File: config.mk
export PLATFORM = sky130hd
export DESIGN_NAME = resp_command_parser_unit
export DESIGN_NICKNAME = d
export VERILOG_FILES = /design/src/rtl/core/rcp_pkg.sv /design/src/rtl/core/resp_command_parser_unit.sv
export VERILOG_INCLUDE_DIRS = /design/src /design/src/rtl/core
export SDC_FILE = /design/constraint.sdc
export NUM_CORES = 1
export LEC_CHECK = 0
export ABC_AREA = 0
export ABC_CLOCK_PERIOD_IN_PS = 8900
export BUFFER_PORTS_ARGS = -buffer_cell sky130_fd_sc_hd__buf_2
export CAP_MARGIN = 20
export CORE_ASPECT_RATIO = 0.7
export CORE_MARGIN = 8
export CORE_UTILIZATION = 30
export CTS_CLUSTER_DIAMETER = 200
export CTS_CLUSTER_SIZE = 24
export DETAILED_ROUTE_END_ITERATION = 10
export PLACE_DENSITY_LB_ADDON = 0.3
export SLEW_MARGIN = 5
export SYNTH_ARGS = -nofsm -noshare
export SYNTH_HDL_FRONTEND = slang
export SYNTH_SLANG_ARGS = --single-unit
File: constraint.sdc
create_clock -name clk -period 8.9 [get_ports clk]
set_clock_uncertainty 0.1 [all_clocks]
set_input_delay 1.335 -clock clk [delete_from_list [all_inputs] [get_ports clk]]
set_output_delay 1.335 -clock clk [all_outputs]
set_load 0.02 [all_outputs]
File: src/rtl/core/resp_command_parser_unit_macros.svh
// Assertion macros shared by the parser RTL.
`ifndef RESP_COMMAND_PARSER_UNIT_MACROS_SVH
`define RESP_COMMAND_PARSER_UNIT_MACROS_SVH

// The consequent must hold in the same cycle as the trigger.
`define RCP_ASSERT_NOW(label, clk, rst_n, trig, cons) \
    label: assert property (@(posedge clk) disable iff (!rst_n) (trig) |-> (cons)) \
        else $error("parser assertion failed");

// The consequent must hold in the cycle after the trigger.
`define RCP_ASSERT_NEXT(label, clk, rst_n, trig, cons) \
    label: assert property (@(posedge clk) disable iff (!rst_n) (trig) |=> (cons)) \
        else $error("parser assertion failed");

`endif

File: src/rtl/core/rcp_pkg.sv
`timescale 1ns / 1ps

package rcp_pkg;

    // Bytes that carry meaning in the command syntax.
    localparam logic [7:0] CHAR_STAR   = 8'h2A;
    localparam logic [7:0] CHAR_DOLLAR = 8'h24;
    localparam logic [7:0] CHAR_MINUS  = 8'h2D;
    localparam logic [7:0] CHAR_CR     = 8'h0D;
    localparam logic [7:0] CHAR_LF     = 8'h0A;
    localparam logic [7:0] CHAR_ZERO   = 8'h30;
    localparam logic [7:0] CHAR_NINE   = 8'h39;

    // Result kinds.
    localparam logic [1:0] KIND_PAYLOAD = 2'd0;
    localparam logic [1:0] KIND_ARG     = 2'd1;
    localparam logic [1:0] KIND_EMPTY   = 2'd2;
    localparam logic [1:0] KIND_ERROR   = 2'd3;

    // Error codes.
    localparam logic [2:0] ERR_NO_STAR    = 3'd0;
    localparam logic [2:0] ERR_ARRAY_LONG = 3'd1;
    localparam logic [2:0] ERR_BAD_COUNT  = 3'd2;
    localparam logic [2:0] ERR_NO_DOLLAR  = 3'd3;
    localparam logic [2:0] ERR_BULK_LONG  = 3'd4;
    localparam logic [2:0] ERR_BAD_LENGTH = 3'd5;
    localparam logic [2:0] ERR_NO_CRLF    = 3'd6;

    // Configuration register indexes.
    localparam logic [1:0] CFG_MAX_ARGS     = 2'd0;
    localparam logic [1:0] CFG_MAX_BULK_LEN = 2'd1;
    localparam logic [1:0] CFG_MAX_LINE_LEN = 2'd2;

    // Reset values of the limits.
    localparam logic [15:0] MAX_ARGS_RESET     = 16'd1024;
    localparam logic [31:0] MAX_BULK_LEN_RESET = 32'd536870912;
    localparam logic [15:0] MAX_LINE_LEN_RESET = 16'd1024;

    // Saturation ceiling of a decimal header value.
    localparam logic [32:0] VALUE_CAP = 33'h1_FFFF_FFFF;

    // One result item.
    typedef struct packed {
        logic [1:0]  kind;
        logic [7:0]  payload;
        logic [15:0] arg_index;
        logic        is_null;
        logic        last;
        logic [2:0]  error_code;
    } result_t;

endpackage

File: src/rtl/core/resp_command_parser_unit.sv
`timescale 1ns / 1ps

// Byte-serial parser for a RESP client command ('*' count line, then for
// each argument a '$' length line, the payload and CR LF). One byte is
// taken per clock cycle while the result stream does not stall; every
// byte passes an input register and then the parse stage, whose result
// is registered in the output register. The parse stage (one
// multiply-by-ten accumulate on the 33-bit line value and the limit
// compares) sets the clock rate. Bytes that produce no result still wait
// for a free output register. Payload bytes come out one per item; each
// argument ends with an argument-complete item, the final one marked by
// tlast. Any malformed input gives a single error item and the parser then
// waits for the next '*'. The limit registers may be written only while
// the parser is idle.
`include "resp_command_parser_unit_macros.svh"

module resp_command_parser_unit
    import rcp_pkg::*;
(
    input  logic        clk,
    input  logic        rst_n,
    // Input byte stream.
    input  logic        s_tvalid,
    output logic        s_tready,
    input  logic [7:0]  s_tdata,     // [7:0] data_byte
    // Result stream.
    output logic        m_tvalid,
    input  logic        m_tready,
    output logic [31:0] m_tdata,     // [7:0] payload, [23:8] arg_index,
                                     // [24] is_null, [27:25] error_code,
                                     // [31:28] zero
    output logic [1:0]  m_tuser,     // [1:0] kind
    output logic        m_tlast,     // last
    // Configuration write channel.
    input  logic        cfg_valid,
    output logic        cfg_ready,
    input  logic [1:0]  cfg_index,
    input  logic [31:0] cfg_data
);

    // Parse phases.
    localparam logic [2:0] PH_STAR   = 3'd0;
    localparam logic [2:0] PH_ALINE  = 3'd1;
    localparam logic [2:0] PH_DOLLAR = 3'd2;
    localparam logic [2:0] PH_BLINE  = 3'd3;
    localparam logic [2:0] PH_DATA   = 3'd4;
    localparam logic [2:0] PH_CR     = 3'd5;
    localparam logic [2:0] PH_LF     = 3'd6;

    // Limits.
    logic [15:0] max_args_reg;
    logic [31:0] max_bulk_len_reg;
    logic [15:0] max_line_len_reg;

    // Input stage.
    logic        in_valid_reg;
    logic [7:0]  in_byte_reg;

    // Parse state.
    logic [2:0]  phase_reg, phase_next;
    logic [32:0] line_value_reg, line_value_next;
    logic        line_negative_reg, line_negative_next;
    logic        line_has_digit_reg, line_has_digit_next;
    logic        line_invalid_reg, line_invalid_next;
    logic        cr_pending_reg, cr_pending_next;
    logic [16:0] line_length_reg, line_length_next;
    logic [15:0] args_expected_reg, args_expected_next;
    logic [15:0] args_done_reg, args_done_next;
    logic [31:0] bytes_left_reg, bytes_left_next;

    // Output stage.
    logic        out_valid_reg;
    result_t     out_reg;

    logic        advance;
    logic        res_valid;
    result_t     res;
    logic        do_clear;

    // Helpers for the current byte.
    logic [7:0]  b;
    logic        is_digit;
    logic [36:0] value_mul;
    logic [32:0] value_acc;
    logic [16:0] line_len_inc;
    logic        line_too_long;
    logic        first_too_long;
    logic [16:0] arg_idx_inc;
    logic        arg_last;
    logic        line_ok;
    logic        line_neg;
    logic [2:0]  long_code;

    assign cfg_ready = 1'b1;

    // The parse stage moves when the output register is free or draining.
    assign advance  = in_valid_reg && (!out_valid_reg || m_tready);
    assign s_tready = !in_valid_reg || advance;

    assign b              = in_byte_reg;
    assign is_digit       = (b >= CHAR_ZERO) && (b <= CHAR_NINE);
    assign value_mul      = ({4'b0, line_value_reg} << 3) + ({4'b0, line_value_reg} << 1)
                            + {33'b0, b[3:0]};
    assign value_acc      = (value_mul > {4'b0, VALUE_CAP}) ? VALUE_CAP : value_mul[32:0];
    assign line_len_inc   = line_length_reg + 17'd1;
    assign line_too_long  = line_len_inc > {1'b0, max_line_len_reg};
    assign first_too_long = (max_line_len_reg == 16'd0);
    assign arg_idx_inc    = {1'b0, args_done_reg} + 17'd1;
    assign arg_last       = arg_idx_inc >= {1'b0, args_expected_reg};
    assign line_ok        = !line_invalid_reg && line_has_digit_reg;
    assign line_neg       = line_negative_reg && (line_value_reg != 33'd0);
    assign long_code      = (phase_reg == PH_ALINE) ? ERR_ARRAY_LONG : ERR_BULK_LONG;

    // Next parse state and result for the byte in the input register.
    always_comb
    begin
        phase_next          = phase_reg;
        line_value_next     = line_value_reg;
        line_negative_next  = line_negative_reg;
        line_has_digit_next = line_has_digit_reg;
        line_invalid_next   = line_invalid_reg;
        cr_pending_next     = cr_pending_reg;
        line_length_next    = line_length_reg;
        args_expected_next  = args_expected_reg;
        args_done_next      = args_done_reg;
        bytes_left_next     = bytes_left_reg;
        res_valid           = 1'b0;
        res                 = '0;
        do_clear            = 1'b0;

        unique case (phase_reg) inside
            PH_ALINE, PH_BLINE:
            begin
                if (b == CHAR_LF && cr_pending_reg)
                begin
                    // A complete header line.
                    if (phase_reg == PH_ALINE)
                    begin
                        if (!line_ok || line_neg ||
                            line_value_reg > {17'b0, max_args_reg})
                        begin
                            res_valid      = 1'b1;
                            res.kind       = KIND_ERROR;
                            res.arg_index  = args_done_reg;
                            res.error_code = ERR_BAD_COUNT;
                            do_clear       = 1'b1;
                        end
                        else if (line_value_reg == 33'd0)
                        begin
                            res_valid = 1'b1;
                            res.kind  = KIND_EMPTY;
                            res.last  = 1'b1;
                            do_clear  = 1'b1;
                        end
                        else
                        begin
                            args_expected_next = line_value_reg[15:0];
                            args_done_next     = 16'd0;
                            phase_next         = PH_DOLLAR;
                        end
                    end
                    else if (!line_ok || (line_neg && line_value_reg != 33'd1) ||
                             (!line_neg && line_value_reg > {1'b0, max_bulk_len_reg}))
                    begin
                        res_valid      = 1'b1;
                        res.kind       = KIND_ERROR;
                        res.arg_index  = args_done_reg;
                        res.error_code = ERR_BAD_LENGTH;
                        do_clear       = 1'b1;
                    end
                    else if (line_neg)
                    begin
                        // Null bulk string: the argument ends at once.
                        res_valid     = 1'b1;
                        res.kind      = KIND_ARG;
                        res.arg_index = args_done_reg;
                        res.is_null   = 1'b1;
                        res.last      = arg_last;
                        if (arg_last)
                        begin
                            do_clear = 1'b1;
                        end
                        else
                        begin
                            args_done_next = arg_idx_inc[15:0];
                            phase_next     = PH_DOLLAR;
                        end
                    end
                    else
                    begin
                        bytes_left_next = line_value_reg[31:0];
                        phase_next = (line_value_reg[31:0] != 32'd0) ? PH_DATA : PH_CR;
                    end
                end
                else
                begin
                    // A content byte of the header line.
                    line_invalid_next = line_invalid_reg || cr_pending_reg;
                    if (b == CHAR_CR)
                    begin
                        cr_pending_next = 1'b1;
                    end
                    else
                    begin
                        cr_pending_next = 1'b0;
                        if (b == CHAR_MINUS && line_length_reg == 17'd1)
                        begin
                            line_negative_next = 1'b1;
                        end
                        else if (is_digit)
                        begin
                            line_value_next     = value_acc;
                            line_has_digit_next = 1'b1;
                        end
                        else
                        begin
                            line_invalid_next = 1'b1;
                        end
                    end
                    line_length_next = line_len_inc;
                    if (line_too_long)
                    begin
                        res_valid      = 1'b1;
                        res.kind       = KIND_ERROR;
                        res.arg_index  = args_done_reg;
                        res.error_code = long_code;
                        do_clear       = 1'b1;
                    end
                end
            end
            PH_DOLLAR:
            begin
                if (b != CHAR_DOLLAR || first_too_long)
                begin
                    res_valid      = 1'b1;
                    res.kind       = KIND_ERROR;
                    res.arg_index  = args_done_reg;
                    res.error_code = (b != CHAR_DOLLAR) ? ERR_NO_DOLLAR : ERR_BULK_LONG;
                    do_clear       = 1'b1;
                end
                else
                begin
                    phase_next          = PH_BLINE;
                    line_value_next     = 33'd0;
                    line_negative_next  = 1'b0;
                    line_has_digit_next = 1'b0;
                    line_invalid_next   = 1'b0;
                    cr_pending_next     = 1'b0;
                    line_length_next    = 17'd1;
                end
            end
            PH_DATA:
            begin
                res_valid       = 1'b1;
                res.kind        = KIND_PAYLOAD;
                res.payload     = b;
                res.arg_index   = args_done_reg;
                bytes_left_next = bytes_left_reg - 32'd1;
                if (bytes_left_reg == 32'd1)
                begin
                    phase_next = PH_CR;
                end
            end
            PH_CR:
            begin
                if (b != CHAR_CR)
                begin
                    res_valid      = 1'b1;
                    res.kind       = KIND_ERROR;
                    res.arg_index  = args_done_reg;
                    res.error_code = ERR_NO_CRLF;
                    do_clear       = 1'b1;
                end
                else
                begin
                    phase_next = PH_LF;
                end
            end
            PH_LF:
            begin
                res_valid     = 1'b1;
                res.arg_index = args_done_reg;
                if (b != CHAR_LF)
                begin
                    res.kind       = KIND_ERROR;
                    res.error_code = ERR_NO_CRLF;
                    do_clear       = 1'b1;
                end
                else
                begin
                    res.kind = KIND_ARG;
                    res.last = arg_last;
                    if (arg_last)
                    begin
                        do_clear = 1'b1;
                    end
                    else
                    begin
                        args_done_next = arg_idx_inc[15:0];
                        phase_next     = PH_DOLLAR;
                    end
                end
            end
            default:
            begin
                // Waiting for the array star; unused codes land here too.
                if (b != CHAR_STAR || first_too_long)
                begin
                    res_valid      = 1'b1;
                    res.kind       = KIND_ERROR;
                    res.arg_index  = args_done_reg;
                    res.error_code = (b != CHAR_STAR) ? ERR_NO_STAR : ERR_ARRAY_LONG;
                    do_clear       = 1'b1;
                end
                else
                begin
                    phase_next          = PH_ALINE;
                    line_value_next     = 33'd0;
                    line_negative_next  = 1'b0;
                    line_has_digit_next = 1'b0;
                    line_invalid_next   = 1'b0;
                    cr_pending_next     = 1'b0;
                    line_length_next    = 17'd1;
                end
            end
        endcase

        // End of a command or an error: back to waiting for a star.
        if (do_clear)
        begin
            phase_next          = PH_STAR;
            line_value_next     = 33'd0;
            line_negative_next  = 1'b0;
            line_has_digit_next = 1'b0;
            line_invalid_next   = 1'b0;
            cr_pending_next     = 1'b0;
            line_length_next    = 17'd0;
            args_expected_next  = 16'd0;
            args_done_next      = 16'd0;
            bytes_left_next     = 32'd0;
        end
    end

    // Limit registers.
    always_ff @(posedge clk or negedge rst_n)
    begin
        if (!rst_n)
        begin
            max_args_reg     <= MAX_ARGS_RESET;
            max_bulk_len_reg <= MAX_BULK_LEN_RESET;
            max_line_len_reg <= MAX_LINE_LEN_RESET;
        end
        else if (cfg_valid && cfg_ready)
        begin
            unique case (cfg_index)
                CFG_MAX_ARGS:     max_args_reg     <= cfg_data[15:0];
                CFG_MAX_BULK_LEN: max_bulk_len_reg <= cfg_data;
                CFG_MAX_LINE_LEN: max_line_len_reg <= cfg_data[15:0];
                default:          ;
            endcase
        end
    end

    // Input register.
    always_ff @(posedge clk or negedge rst_n)
    begin
        if (!rst_n)
        begin
            in_valid_reg <= 1'b0;
        end
        else if (s_tvalid && s_tready)
        begin
            in_valid_reg <= 1'b1;
        end
        else if (advance)
        begin
            in_valid_reg <= 1'b0;
        end
    end

    always_ff @(posedge clk)
    begin
        if (s_tvalid && s_tready)
        begin
            in_byte_reg <= s_tdata;
        end
    end

    // Parse state registers.
    always_ff @(posedge clk or negedge rst_n)
    begin
        if (!rst_n)
        begin
            phase_reg          <= PH_STAR;
            line_value_reg     <= 33'd0;
            line_negative_reg  <= 1'b0;
            line_has_digit_reg <= 1'b0;
            line_invalid_reg   <= 1'b0;
            cr_pending_reg     <= 1'b0;
            line_length_reg    <= 17'd0;
            args_expected_reg  <= 16'd0;
            args_done_reg      <= 16'd0;
            bytes_left_reg     <= 32'd0;
        end
        else if (advance)
        begin
            phase_reg          <= phase_next;
            line_value_reg     <= line_value_next;
            line_negative_reg  <= line_negative_next;
            line_has_digit_reg <= line_has_digit_next;
            line_invalid_reg   <= line_invalid_next;
            cr_pending_reg     <= cr_pending_next;
            line_length_reg    <= line_length_next;
            args_expected_reg  <= args_expected_next;
            args_done_reg      <= args_done_next;
            bytes_left_reg     <= bytes_left_next;
        end
    end

    // Output register.
    always_ff @(posedge clk or negedge rst_n)
    begin
        if (!rst_n)
        begin
            out_valid_reg <= 1'b0;
        end
        else if (advance)
        begin
            out_valid_reg <= res_valid;
        end
        else if (m_tready)
        begin
            out_valid_reg <= 1'b0;
        end
    end

    always_ff @(posedge clk)
    begin
        if (advance && res_valid)
        begin
            out_reg <= res;
        end
    end

    assign m_tvalid = out_valid_reg;
    assign m_tdata  = {4'b0, out_reg.error_code, out_reg.is_null, out_reg.arg_index,
                       out_reg.payload};
    assign m_tuser  = out_reg.kind;
    assign m_tlast  = out_reg.last;

    // A payload item never carries an error code, a null mark or tlast.
    `RCP_ASSERT_NOW(a_payload_clean, clk, rst_n,
        out_valid_reg && out_reg.kind == KIND_PAYLOAD,
        out_reg.error_code == ERR_NO_STAR && !out_reg.is_null && !out_reg.last)

    // An empty command is argument zero and closes the command.
    `RCP_ASSERT_NOW(a_empty_last, clk, rst_n,
        out_valid_reg && out_reg.kind == KIND_EMPTY,
        out_reg.arg_index == 16'd0 && out_reg.last)

    // An error or a final item returns the parser to waiting for a star.
    `RCP_ASSERT_NEXT(a_clear_after_end, clk, rst_n,
        advance && res_valid && (res.kind == KIND_ERROR || res.last),
        phase_reg == PH_STAR && args_done_reg == 16'd0)

    // Arguments completed never reach the announced count mid-command.
    `RCP_ASSERT_NOW(a_args_in_range, clk, rst_n,
        phase_reg == PH_DOLLAR || phase_reg == PH_DATA || phase_reg == PH_CR,
        args_done_reg < args_expected_reg)

endmodule
# --- Word-level counts from Yosys, hierarchy flattened ---
# Index checks and enable logic that the tools add are counted.
word_totals:
  inputBits: 47
  reg_bits: 226
  output_inout_bits: 38
  word_cells: 266
op_classes:
  reduce_logical: 50
  add_sub_neg: 5
  n_mux: 140
  n_eq_ne: 40
  order_cmp: 7
  n_bitwise: 2
op_table:
  columns: ["operator", "count"]
  rows:
  - ["$mux 16", 23]
  - ["$mux 33", 8]
  - ["$mux 32", 5]
  - ["$pmux 33 s3", 1]
  - ["$mux 18", 5]
  - ["$mux 17", 4]
  - ["$pmux 16 s4", 1]
  - ["$pmux 32 s2", 1]
  - ["$mux 3", 21]
  - ["$pmux 17 s3", 1]
  - ["$mux 1", 46]
  - ["$add 36x34->37", 1]
  - ["$add 37x4->37", 1]
  - ["$gt 37x33->1 const B", 1]
  - ["$ne 3x3->1 const B", 12]
  - ["$gt 33x16->1", 1]
  - ["$gt 33x32->1", 1]
  - ["$logic_not 33->1", 1]
  - ["$ne 33x1->1 const B", 1]
  - ["$reduce_bool 33->1", 1]
  - ["$eq 32x1->1 const B", 1]
  - ["$pmux 16 s2", 1]
  - ["$reduce_bool 32->1", 1]
  - ["$sub 32x1->32 const B", 1]
  - ["47 further kinds", 104]

# --- Longest topological paths before layout ---
logic_depth:
  ltp_word: 13
  mapped_depth: 20
  ltp_nobuf: 17

# --- Worst setup path before layout ---
# Ideal clock, no wire load.
synth_timing:
  kind: "reg-to-reg"
  from: "register line_length_reg[0]"
  to: "register out_reg, in the netlist m_tdata[0] (enable)"
  n_path_buf: 1
  synth_period_minus_slack_ns: 5.738
  required_time_ns: 8.342
  setup_slack_ns: 3.162
  arrival_ns: 5.181
  stages_incl_launch_ff: 16
  setup_ns: 0.458
  path_cell_list: "dfrtp_1 ha_1 nand3_1 or2_2 clkbuf_1 nor2_1 xor2_1 ha_1 and4_1 nand4_1 nor3_1 a21oi_1 a21oi_1 a41oi_1 a21oi_1 nor3_1"
synth_between:
  elab_chain_len: 6
synth_rtl:
  columns: ["item", "line", "source"]
  rows:
  - ["from (decl)", "resp_command_parser_unit.sv:66", "logic [16:0] line_length_reg, line_length_next;"]
  - ["from (signal assigned)", "resp_command_parser_unit.sv:413", "line_length_reg <= line_length_next;"]
  - ["$add 17x1->17", "resp_command_parser_unit.sv:105", "assign line_len_inc = line_length_reg + 17'd1;"]
  - ["$gt 17x16->1", "resp_command_parser_unit.sv:106", "assign line_too_long = line_len_inc > {1'b0, max_line_len_reg};"]
  - ["$mux 1", "resp_command_parser_unit.sv:221", "if (line_too_long)"]
  - ["$mux 1", "resp_command_parser_unit.sv:134", "if (b == CHAR_LF && cr_pending_reg)"]
  - ["$pmux 1 s4", "resp_command_parser_unit.sv:131", "unique case (phase_reg) inside"]
  - ["$logic_and 1x1->1", "resp_command_parser_unit.sv:439", "if (advance && res_valid)"]
  - ["to (signal assigned)", "resp_command_parser_unit.sv:441", "out_reg <= res;"]
  - ["to (decl)", "resp_command_parser_unit.sv:73", "result_t out_reg;"]
# No other way between the ends.
# A chain may end at the register's enable or synchronous reset.

# --- Worst setup path after layout ---
layout_timing:
  from: "register args_done_reg[0]"
  to: "register line_value_reg[19]"
layout_between:
  elab_chain_len: 10
  word_cells_on_any_way: 18
  classes_between: "add/sub (1); order compare (1); eq/ne (7); mux (8); reduce/logical (1)"
layout_rtl:
  columns: ["item", "line", "source"]
  rows:
  - ["from (decl)", "resp_command_parser_unit.sv:68", "logic [15:0] args_done_reg, args_done_next;"]
  - ["from (signal assigned)", "resp_command_parser_unit.sv:415", "args_done_reg <= args_done_next;"]
  - ["$add 16x1->17 *", "resp_command_parser_unit.sv:108", "assign arg_idx_inc = {1'b0, args_done_reg} + 17'd1;"]
  - ["$ge 17x16->1 *", "resp_command_parser_unit.sv:109", "assign arg_last = arg_idx_inc >= {1'b0, args_expected_reg};"]
  - ["$mux 1 *", "resp_command_parser_unit.sv:179, resp_command_parser_unit.sv:293", null]
  - ["$mux 1", "resp_command_parser_unit.sv:171", "else if (line_neg)"]
  - ["$mux 1", "resp_command_parser_unit.sv:162", "else if (!line_ok || (line_neg && line_value_reg != 33'd1) ||"]
  - ["$mux 1", "resp_command_parser_unit.sv:137", "if (phase_reg == PH_ALINE)"]
  - ["$mux 1", "resp_command_parser_unit.sv:134", null]
  - ["$pmux 1 s5 *", "resp_command_parser_unit.sv:131", null]
  - ["$ne 4x3->1 (no source line) (tied with other cells)", null, null]
  - ["$reduce_and 8->1 (no source line)", null, null]
  - ["to (signal assigned)", "resp_command_parser_unit.sv:408", "line_value_reg <= line_value_next;"]
  - ["to (decl)", "resp_command_parser_unit.sv:61", "logic [32:0] line_value_reg, line_value_next;"]
# Every way passes the cells marked *; elsewhere a longest branch is shown, timed or not.

==> qor.txt <==
status -> completed
drt pass-1 iters -> 5
postcts setup bufs -> 0
Critical Path Sink -> line_value_reg[19]
power density cells -> 172 nW/um2
first-pass GRT wire length -> 68100 um
period utilisation layout -> 63.4%
antenna violations before repair -> 0
DP HPWL -> 31600 um
DR vias/cell -> 5.24
setup_tns -> 0 ps
Num Clock Sinks -> 226
largest net degree at the start of global routing -> 72
Non-Filler Instances -> 2380
routability cong. -> 0.897
FILL cells -> 5147
worst setup margin -> 3260 ps
Finish-stage setup viols -> 0
crit path from -> args_done_reg[0]
final hold slack -> 390 ps
Reg2Reg Depth -> 14
Startpoint Class -> register
ranking of synthesized cells by area -> dfrtp_1 (31%), ha_1 (13%), edfxtp_1 (7.8%)
Distinct cells, synth -> 78
most common library cells after synthesis -> nand2_1 (186), dfrtp_1 (184), ha_1 (150)
vias in the first global route -> 12000
GR Util All Layers -> 14.3%
Synth-to-Final Area Change -> 9.81%
clock latency on the worst-skew pair -> 520 ps
Worst-path clk slew -> 110 ps
starting density of the core -> 30.4%
TritonCTS Buffers -> 13
Post-synth EDFFs -> 39
max cap viols -> 0
Hold Startpoint -> line_has_digit_reg
Reg-to-Reg Start -> args_done_reg[0]
CP Data Required Time -> 9210 ps
clock root buffer -> clkbuf_16
H-tree depth -> 1
area share of the largest cell type after synthesis -> 30.7%
FF+latch count, synth -> 226
final net count -> 1908
via count -> 12500
Critical Path AT -> 5950 ps
Post-DP Area -> 16100 um2
Finished Core Util -> 33.4%
post-CTS sizing -> 0
maximum VDD drop -> 0.000145 V
count of input and output buffers -> 79
Max-slew headroom -> 32.2%
# DRC -> 0
Total Power -> 2.84 mW
Inst Count DP -> 2358
r2r setup slk -> 3260 ps
CTS Hold Bufs -> 0
Hold WC Path Type -> reg2reg
Ys Warns -> 0
number of core rows -> 68
die height -> 203 um
core area -> 49300 um2
Async SR Flop Fraction -> 82.7%
minimum clock period -> 5640 ps
Worst R2R End -> line_value_reg[19]
LEAKAGE -> 7.71 nW
Final Hold Viols -> 0
ant diodes -> 0
ratio of cells with drive above 1 in the final layout -> 11.1%
Setup Slack @ Placement -> 3340 ps
crit path kind -> reg2reg
Top-Level Pins -> 85
RSZ-0062 raised after global routing -> false
ys flop type -> dfrtp_1
Mapped Area -> 15000 um2
final slew viol count -> 0
wire per inst -> 17.6 um
Max FO, Critical Path -> 33
kind of end point of the critical path -> register
synthesized area per cell -> 9.03 um2
Gate Count Post-Synth -> 1663
Die X-Extent -> 283 um
post-route design area -> 16500 um2
Congestion Overflow GR -> 0
die area -> 57600 um2
Slew @ Worst Pin -> 1010 ps
Fmax -> 0.177 GHz
Detailed Route WL -> 41900 um
antenna-violating nets left -> 0
most numerous cell in the Yosys netlist -> nand2_1
register area share after synthesis -> 39.0%
leading area contributor after synthesis -> dfrtp_1
clk buf depth -> 3
CTS tree -> done
initial drt markers -> 1086
max reg flops -> 33
-- worst min-delay path by stage --
stage                                end  slack (ps)  cells after the start
floorplan             line_has_digit_reg         350                      2
global placement    args_expected_reg[2]         370                      2
detailed placement    line_has_digit_reg         370                      2
CTS                   line_has_digit_reg         390                      2
global route          line_has_digit_reg         410                      2
finish                line_has_digit_reg         390                      2
-- worst max-delay path: stages (launching register included) --
cell and delay [ps]:
dfrtp_1 480, ha_1 270, nand3_1 140, nor3b_1 510, nand3_1 160, xnor2_1 250, ha_1 290, a21o_1 170
a221o_1 390, or3b_2 450, a21oi_1 250, o31ai_1 190, a21oi_4 620, nand2_1 820, o21ai_0 410
-- power by group --
part	internal, mW	total, mW	leakage, nW	switching [mW]
registers	1.18	1.27	2.85	0.0966
logic	0.280	0.914	4.68	0.634
clock network	0.282	0.654	0.179	0.372
-- cell type report --
cell class	count	area, um2	share of cell area [%]
Inverter	106	398	2.41
Tap cell	665	832	5.05
Sequential cell	226	5850	35.5
Clock buffer	19	348	2.11
Clock inverter	2	25.0	0.152
Multi-Input combinational cell	1265	8480	51.5
Timing Repair Buffer	97	544	3.30
-- cells by family (layout without fill, tap and decap cells) --
family | Yosys count | after routing | share of synthesized area [%]
compound gates | 426 | 426 | 17.7
simple gates | 582 | 582 | 19.1
flops | 226 | 226 | 39.0
mux | 53 | 53 | 3.95
xor+xnor | 47 | 47 | 2.74
buf+inv | 175 | 224 | 4.66
other cells | 2 | 5 | 0.0500
fa+ha+maj | 152 | 152 | 12.8
-- per-layer routing --
layer / part of all wire, % / GRT usage (%) / up-vias
li1: - / - / 6094
met1: 52 / 22.2 / 5999
met2: 40 / 20.2 / 359
met3: 7.0 / 3.20 / 26
met4: 1.1 / 1.88 / 0
met5: 0 / 0 / -
-- cells in the final DEF, fill, tap and decap left out, drive strengths merged, types with 26 or more instances in the layout --
| cell | n |
|---|---|
| a21o | 36 |
| a21oi | 110 |
| and2 | 26 |
| buf | 96 |
| dfrtp | 184 |
| edfxtp | 39 |
| ha | 150 |
| inv | 108 |
| mux2 | 50 |
| nand2 | 186 |
| nand3 | 45 |
| nand4 | 33 |
| nor2 | 129 |
| nor3 | 30 |
| nor4 | 27 |
| o21ai | 148 |
| xnor2 | 28 |
Note: power is estimated with default switching activity, not from simulation.
